===== src/hw/rtl/ebcs_pkg.sv =====
// Shared constants and types of the error beep code sequencer.
package ebcs_pkg;

   localparam int unsigned MaskWidth    = 8;
   localparam int unsigned TpsWidth     = 16;
   localparam int unsigned SecondsWidth = 16;
   localparam int unsigned SlotWidth    = 4;
   localparam int unsigned PhaseWidth   = 5;

   localparam logic [TpsWidth-1:0]   TPS_RESET   = 16'd50;
   localparam logic [SlotWidth-1:0]  TONE_SLOT   = 4'd8;
   localparam logic [SlotWidth-1:0]  SCAN_SLOTS  = 4'd9;
   localparam logic [PhaseWidth-1:0] TONE_PHASES = 5'd8;
   localparam int unsigned           PhaseShift  = 3;

   // One timer tick as seen by the beep sequencer.
   typedef struct packed {
      logic                 step;
      logic [MaskWidth-1:0] mask;
      logic [TpsWidth-1:0]  tps;
   } ebcs_tick_type;

endpackage


===== src/hw/rtl/ebcs_beep_seq.sv =====
// Beep sequencer: scans the error bits and drives the buzzer level.
module ebcs_beep_seq (
   input  logic                  clock,
   input  logic                  reset,
   input  ebcs_pkg::ebcs_tick_type tick,
   output logic                  buzzer_level
);
   import ebcs_pkg::*;

   logic [SlotWidth-1:0]  bit_position_ff, bit_position_in;
   logic [PhaseWidth-1:0] phases_left_ff, phases_left_in;
   logic [TpsWidth-1:0]   phase_ticks_ff, phase_ticks_in;
   logic                  buzzer_ff, buzzer_in;
   logic [SlotWidth-1:0]  bit_inc;

   assign bit_inc = bit_position_ff + 1'b1;

   always_comb begin
      bit_position_in = bit_position_ff;
      phases_left_in  = phases_left_ff;
      phase_ticks_in  = phase_ticks_ff;
      buzzer_in       = buzzer_ff;
      if (phase_ticks_ff == '0) begin
         if (phases_left_ff == '0) begin
            if (bit_position_ff == TONE_SLOT) begin
               phases_left_in = TONE_PHASES;
               phase_ticks_in = tick.tps;
            end else if (bit_position_ff < TONE_SLOT &&
                         tick.mask[bit_position_ff[2:0]]) begin
               // A set bit k gives 2*(k+1) alternating phases.
               phases_left_in = {bit_inc, 1'b0};
               phase_ticks_in = tick.tps;
            end
            bit_position_in = (bit_inc >= SCAN_SLOTS) ? '0 : bit_inc;
            buzzer_in       = 1'b0;
         end else begin
            // Slot zero with phases pending is the steady tone.
            if (bit_position_ff != '0) begin
               buzzer_in = ~phases_left_ff[0];
            end else begin
               buzzer_in = 1'b1;
            end
            phase_ticks_in = tick.tps >> PhaseShift;
            phases_left_in = phases_left_ff - 1'b1;
         end
      end else begin
         phase_ticks_in = phase_ticks_ff - 1'b1;
      end
   end

   always_ff @(posedge clock) begin
      if (reset) begin
         bit_position_ff <= '0;
         phases_left_ff  <= '0;
         phase_ticks_ff  <= '0;
         buzzer_ff       <= 1'b0;
      end else if (tick.step) begin
         bit_position_ff <= bit_position_in;
         phases_left_ff  <= phases_left_in;
         phase_ticks_ff  <= phase_ticks_in;
         buzzer_ff       <= buzzer_in;
      end
   end

   assign buzzer_level = buzzer_ff;

   a_slot_range : assert property (@(posedge clock) disable iff (reset)
      bit_position_ff <= TONE_SLOT)
      else $error("bit position left the scan range");

   a_phase_range : assert property (@(posedge clock) disable iff (reset)
      phases_left_ff <= 5'd16)
      else $error("phase count above sixteen");

   a_pause_quiet : assert property (@(posedge clock) disable iff (reset)
      tick.step && phase_ticks_ff == '0 && phases_left_ff == '0 |=> !buzzer_ff)
      else $error("buzzer sounds at the start of a pause");

   a_hold : assert property (@(posedge clock) disable iff (reset)
      !tick.step |=> $stable(bit_position_ff) && $stable(phases_left_ff)
                     && $stable(buzzer_ff))
      else $error("sequencer moved without a tick");

endmodule


===== src/hw/rtl/error_beep_code_sequencer_core.sv =====
// Top level of the error beep code sequencer: prescaler, seconds and result.
//
// Each item on the req_ channel is one timer tick carrying the 8-bit error
// mask. Each accepted item yields exactly one item on the rsp_ channel with
// the buzzer level and the seconds count after that tick.
// The tick updates all counters in the cycle it is accepted; those counters
// are also the result register, so the result is valid in the cycle after the
// item is taken. One item per cycle is sustained while results are taken:
// req_tready is high whenever the result slot is empty or its item is being
// taken in the same cycle, so only the single result slot sets the throughput.
// When the receiver stalls, the result holds and req_tready drops after one
// result is waiting; no item is lost or repeated.
// ticks_per_second is written through csr_we/csr_wdata and takes effect
// from the next tick. Reset (synchronous, active high) clears all counters,
// silences the buzzer, empties the result slot and sets ticks_per_second to
// 50. No clearing pass is needed after reset.
module error_beep_code_sequencer_core (
   input  logic        clock,
   input  logic        reset,
   input  logic        req_tvalid,
   output logic        req_tready,
   input  logic [7:0]  req_tdata,   // [7:0] error_mask
   output logic        rsp_tvalid,
   input  logic        rsp_tready,
   output logic [23:0] rsp_tdata,   // [0] buzzer_on, [16:1] seconds, [23:17] zero
   input  logic        csr_we,
   input  logic [15:0] csr_wdata    // ticks_per_second
);
   import ebcs_pkg::*;

   logic [TpsWidth-1:0]     tps_ff;
   logic [TpsWidth-1:0]     prescale_ff, prescale_in, prescale_inc;
   logic [SecondsWidth-1:0] seconds_ff, seconds_in;
   logic                    rsp_valid_ff, rsp_valid_in;
   logic                    accept;
   logic                    buzzer_level;
   ebcs_tick_type           tick;

   assign req_tready = !rsp_valid_ff || rsp_tready;
   assign accept     = req_tvalid && req_tready;

   assign prescale_inc = prescale_ff + 1'b1;

   always_comb begin
      prescale_in = prescale_inc;
      seconds_in  = seconds_ff;
      if (prescale_inc >= tps_ff) begin
         prescale_in = '0;
         seconds_in  = seconds_ff + 1'b1;
      end
   end

   assign rsp_valid_in = accept || (rsp_valid_ff && !rsp_tready);

   always_ff @(posedge clock) begin
      if (reset) begin
         tps_ff <= TPS_RESET;
      end else if (csr_we) begin
         tps_ff <= csr_wdata;
      end
   end

   always_ff @(posedge clock) begin
      if (reset) begin
         prescale_ff  <= '0;
         seconds_ff   <= '0;
         rsp_valid_ff <= 1'b0;
      end else begin
         rsp_valid_ff <= rsp_valid_in;
         if (accept) begin
            prescale_ff <= prescale_in;
            seconds_ff  <= seconds_in;
         end
      end
   end

   assign tick.step = accept;
   assign tick.mask = req_tdata;
   assign tick.tps  = tps_ff;

   ebcs_beep_seq u_beep_seq (
      .clock        (clock),
      .reset        (reset),
      .tick         (tick),
      .buzzer_level (buzzer_level)
   );

   assign rsp_tvalid = rsp_valid_ff;
   assign rsp_tdata  = {7'd0, seconds_ff, buzzer_level};

   a_seconds_hold : assert property (@(posedge clock) disable iff (reset)
      !accept |=> $stable(seconds_ff) && $stable(prescale_ff))
      else $error("seconds moved without an accepted item");

   a_seconds_step : assert property (@(posedge clock) disable iff (reset)
      accept |=> seconds_ff == $past(seconds_ff) ||
                 seconds_ff == $past(seconds_ff) + 16'd1)
      else $error("seconds advanced by more than one");

   a_result_after_accept : assert property (@(posedge clock) disable iff (reset)
      accept |=> rsp_valid_ff)
      else $error("accepted item produced no result");

   a_no_overrun : assert property (@(posedge clock) disable iff (reset)
      rsp_valid_ff && !rsp_tready |-> !accept)
      else $error("item accepted over a stalled result");

endmodule

===== config.mk =====
export PLATFORM = sky130hd
export DESIGN_NAME = error_beep_code_sequencer_core
export DESIGN_NICKNAME = d
export VERILOG_FILES = /design/src/hw/rtl/ebcs_pkg.sv /design/src/hw/rtl/ebcs_beep_seq.sv /design/src/hw/rtl/error_beep_code_sequencer_core.sv
export SDC_FILE = /design/constraint.sdc
export NUM_CORES = 1
export LEC_CHECK = 0
export BUFFER_PORTS_ARGS = -buffer_cell sky130_fd_sc_hd__clkbuf_2
export CORE_ASPECT_RATIO = 0.75
export CORE_UTILIZATION = 35
export DETAILED_ROUTE_END_ITERATION = 7
export GPL_TIMING_DRIVEN = 1
export PLACE_DENSITY_LB_ADDON = 0.12
export RECOVER_POWER = 50
export SLEW_MARGIN = 10
export SYNTH_ARGS = -nofsm -noshare
export SYNTH_HDL_FRONTEND = slang
export SYNTH_HIERARCHICAL = 1
export SYNTH_SLANG_ARGS = --single-unit

===== constraint.sdc =====
create_clock -name clock -period 3.1 [get_ports clock]
set_input_delay 0.465 -clock clock [delete_from_list [all_inputs] [get_ports clock]]
set_output_delay 0.465 -clock clock [all_outputs]
set_load 0.01 [all_outputs]

==> flow_summary.json <==
{
  "status": "finished clean",
  "fmaxAchievable_mhz": 332,
  "clock_tree_from_tritoncts": "yes",
  "power.static_leakage_nw": 2.31,
  "synth-seq-cells": 75,
  "count_of_cell_types_in_the_netlist": 60,
  "drt_pass1_iterations": 5,
  "fp.dieW_um": 135,
  "drt-total-wl_um": 13500,
  "timing.hold.worst.class": "in2reg",
  "synthesis.yosys.warnings": 6,
  "yosys.area_share.xor_xnor_pct": 6.00,
  "gp_routability_congestion": 0.896,
  "critPathLaunchType": "flip-flop",
  "synth_flop_cell": "dfxtp_1",
  "critical-path-slowest-cell": "or3_4",
  "drv_cap": 0,
  "wl_per_cell_um": 16.2,
  "multi_input_area_um2": 3050,
  "ff_latch_area_um2": 1520,
  "n_fill_cell": 1320,
  "io_buffer_count": 47,
  "insertion_delay_ps": 330,
  "clock_sink_count": 75,
  "clock_pin_slew_on_the_worst_setup_and_hold_paths_ps": 60,
  "grt_antenna_before_repair": 0,
  "worstPathRequired_ps": 3350,
  "synthTopCellsByCount": "75 x dfxtp_1, 60 x nand2_1, 56 x nor2_1",
  "route.detailed.vias_per_inst": 5.45,
  "cts_root_buffer": "clkbuf_16",
  "preCtsSetupSlack_ps": -16.5,
  "first_global_vias": 4153,
  "synth.mux.area_fraction_pct": 6.56,
  "slew_violations": 0,
  "yosys.area_share.adder_pct": 6.16,
  "first_pass_grt_wire_length_um": 21900,
  "final_layout_size_suffix_gt1_share_pct": 20.6,
  "hold_slack_ps": 351,
  "die_height_um": 102,
  "simple_logic_cell_fraction_of_the_synthesized_area_pct": 26.4,
  "ctsHtreeMaxLevel": 3,
  "crit_path_end_kind": "flip-flop",
  "synth.most_common_cell": "dfxtp_1",
  "critPathKind": "reg2reg",
  "fin_skew_ps": 8.31,
  "detail_route.iter0.violations": 275,
  "synth-compound-area-share_pct": 16.3,
  "synth-edff-count": 0,
  "critical_path.cell_chain": "ha_4, nand3_4, nor2_4, nand4_1, xnor2_1, ha_1, nand4_1, buf_4, nor2_2, or3_4, buf_4, o311ai_4, buf_6, o21ai_0, a21oi_1",
  "worst_slew_pin_slew_ps": 1470,
  "clk_path_buf_depth": 2,
  "initial_utilization_pct": 35.9,
  "layout-area-overhead-vs-synth_pct": 23.3,
  "hold_viol": 0,
  "power_density_normalized_to_cell_area_nw_per_um2": 814,
  "cpPeakStageDelay_ps": 440,
  "rsz0062_at_grt": "yes",
  "synth_top_family_by_area": "simple AND/OR/NAND/NOR gates",
  "worst-path-max-fanout": 8,
  "final-setup-viol-count": 0,
  "timing.final.crit_period_ps": 3010,
  "worst-endpoint-arrival_ps": 3260,
  "synth_area_leaders": "dfxtp_1 32%, ha_1 6.2%, mux2i_1 5.4%",
  "place_hpwl_um": 9720,
  "post_synth_inst_count": 583,
  "io_pins": 55,
  "grt.overflow.total": 0,
  "layout.nets": 709,
  "yosys.area.top_type_share_pct": 32.1,
  "cp.buffers_inverters": 3,
  "groute.usage.overall_pct": 20.4,
  "post-route-drc-count": 0,
  "num_vias": 4534,
  "rows": 36,
  "worst_ir_drop_vdd_mv": 0.421,
  "cts_hold_buf": 0,
  "worst_slack_ps": 90.0,
  "timing.slew.headroom_pct": 2.09,
  "yosysTopAreaCell": "dfxtp_1",
  "synth-seq-area-share_pct": 32.1,
  "grt_max_degree": 28,
  "tritoncts_buffers": 9,
  "drt.antenna.violating_nets": 0,
  "fp.dieArea_um2": 13800,
  "period_share_pct": 97.1,
  "design.core.area_um2": 13000,
  "mappedNetlistArea_um2": 4670,
  "syn-mean-instance-area_um2": 8.02,
  "fraction_of_synthesis_flops_using_an_asynchronous_set_or_reset_pin_pct": 0,
  "worst_path_dominant_cell_family": "simple AND/OR/NAND/NOR gates",
  "diodes": 0
}
repair_timing:
item	CTS	global route
gates cloned	0	1
buffers inserted	2	12
setup endpoints to repair	6	32
resized for setup	5	35
pin swaps	6	23
worst paths after layout:
kind,endpoint,slack (ps),cells after the start,from
worst max-delay path,seconds_ff[6]$_SDFFE_PP0P_,90,15,prescale_ff[1]$_SDFFE_PP0P_
worst max register to register,seconds_ff[6]$_SDFFE_PP0P_,90,15,prescale_ff[1]$_SDFFE_PP0P_
worst min register to register,u_beep_seq/buzzer_level$_SDFFE_PP0P_,460,2,u_beep_seq/buzzer_level$_SDFFE_PP0P_
worst min-delay path,tps_ff[5]$_SDFFE_PP1P_,350,3,csr_wdata[5]
cell type report:
class / count / area share [%]
Timing Repair Buffer: 93 / 10.1
Sequential cell: 75 / 26.3
Clock buffer: 12 / 4.10
Clock inverter: 3 / 0.695
Multi-Input combinational cell: 446 / 53.0
Tap cell: 171 / 3.71
Inverter: 32 / 2.08
cells in the final DEF, fill, tap and decap left out, types with 3 or more instances in the layout:
master     count
nand2_1       59
nor4_1         7
nand3_1       25
a31oi_1        5
and3_1         4
a21oi_2        5
buf_4         41
o21a_1         4
nand4_1       14
o211ai_1       9
clkbuf_2      27
nor3_1        11
a21oi_1       42
clkbuf_1      23
mux2_2         5
ha_1          22
xor2_1        16
mux2i_1       25
clkbuf_16      9
o31ai_1       10
a211oi_1       4
buf_6          4
nor2_2         5
nand2b_1       4
conb_1         7
or4_1         13
inv_1         31
dfxtp_1       67
nor2_1        50
dfxtp_2        6
nand3b_1       3
nor3_2         3
xnor2_1       16
or3_1          8
o21ai_0       21
metal layers:
metal | up-vias | track usage (%) | share of wire (%)
met5 | - | 0 | 0
met4 | 0 | 6.05 | 1.3
met3 | 15 | 3.82 | 6.0
met2 | 157 | 29.0 | 40
met1 | 2126 | 30.6 | 52
li1 | 2236 | - | -
flip-flops by register name, indices dropped and copies added, names as in the netlist:
register	count
u_beep_seq/buzzer_level	1
seconds_ff	16
tps_ff	16
rsp_tvalid	1
u_beep_seq/bit_position_ff	4
u_beep_seq/phase_ticks_ff	16
prescale_ff	16
u_beep_seq/phases_left_ff	5
power breakdown:
group	leakage (nW)	switching, W	internal [W]
Combinational	1.56	0.00147	0.000933
Clock	0.136	0.000399	0.000617
Sequential	0.615	0.000171	0.00110
worst reg2reg max path: stages (launching register included):
cell	delay [ps]
dfxtp_4	370
ha_4	150
nand3_4	80
nor2_4	120
nand4_1	160
xnor2_1	190
ha_1	310
nand4_1	150
buf_4	140
nor2_2	40
or3_4	440
buf_4	160
o311ai_4	230
buf_6	160
o21ai_0	70
a21oi_1	160
per-stage QoR:
stage | utilization, % | setup TNS (ps) | total power (W) | instances | cell area, um2
2_1_floorplan | - | 0 | 0.00301 | 589 | 4720
3_3_place_gp | 40.4 | 0 | 0.00363 | 804 | 5260
3_5_place_dp | 40.4 | -26.8 | 0.00362 | 804 | 5260
4_1_cts | 42.7 | 0 | 0.00465 | 820 | 5560
5_1_grt | 44.3 | -1350 | 0.00502 | 832 | 5760
6_report | 44.3 | 0 | 0.00469 | 832 | 5760
kinds of logic (layout without fill, tap and decap cells):
| group | Yosys count | in the layout |
|---|---|---|
| AOI/OAI and AO/OA | 119 | 119 |
| buffers and inverters | 69 | 140 |
| other | 1 | 7 |
| and+or+nand+nor | 234 | 235 |
| adders and majority gates | 23 | 23 |
| DFF | 75 | 75 |
| xor gates and xnor gates | 32 | 32 |
| muxes | 30 | 30 |
(Power assumes the default switching activity.)
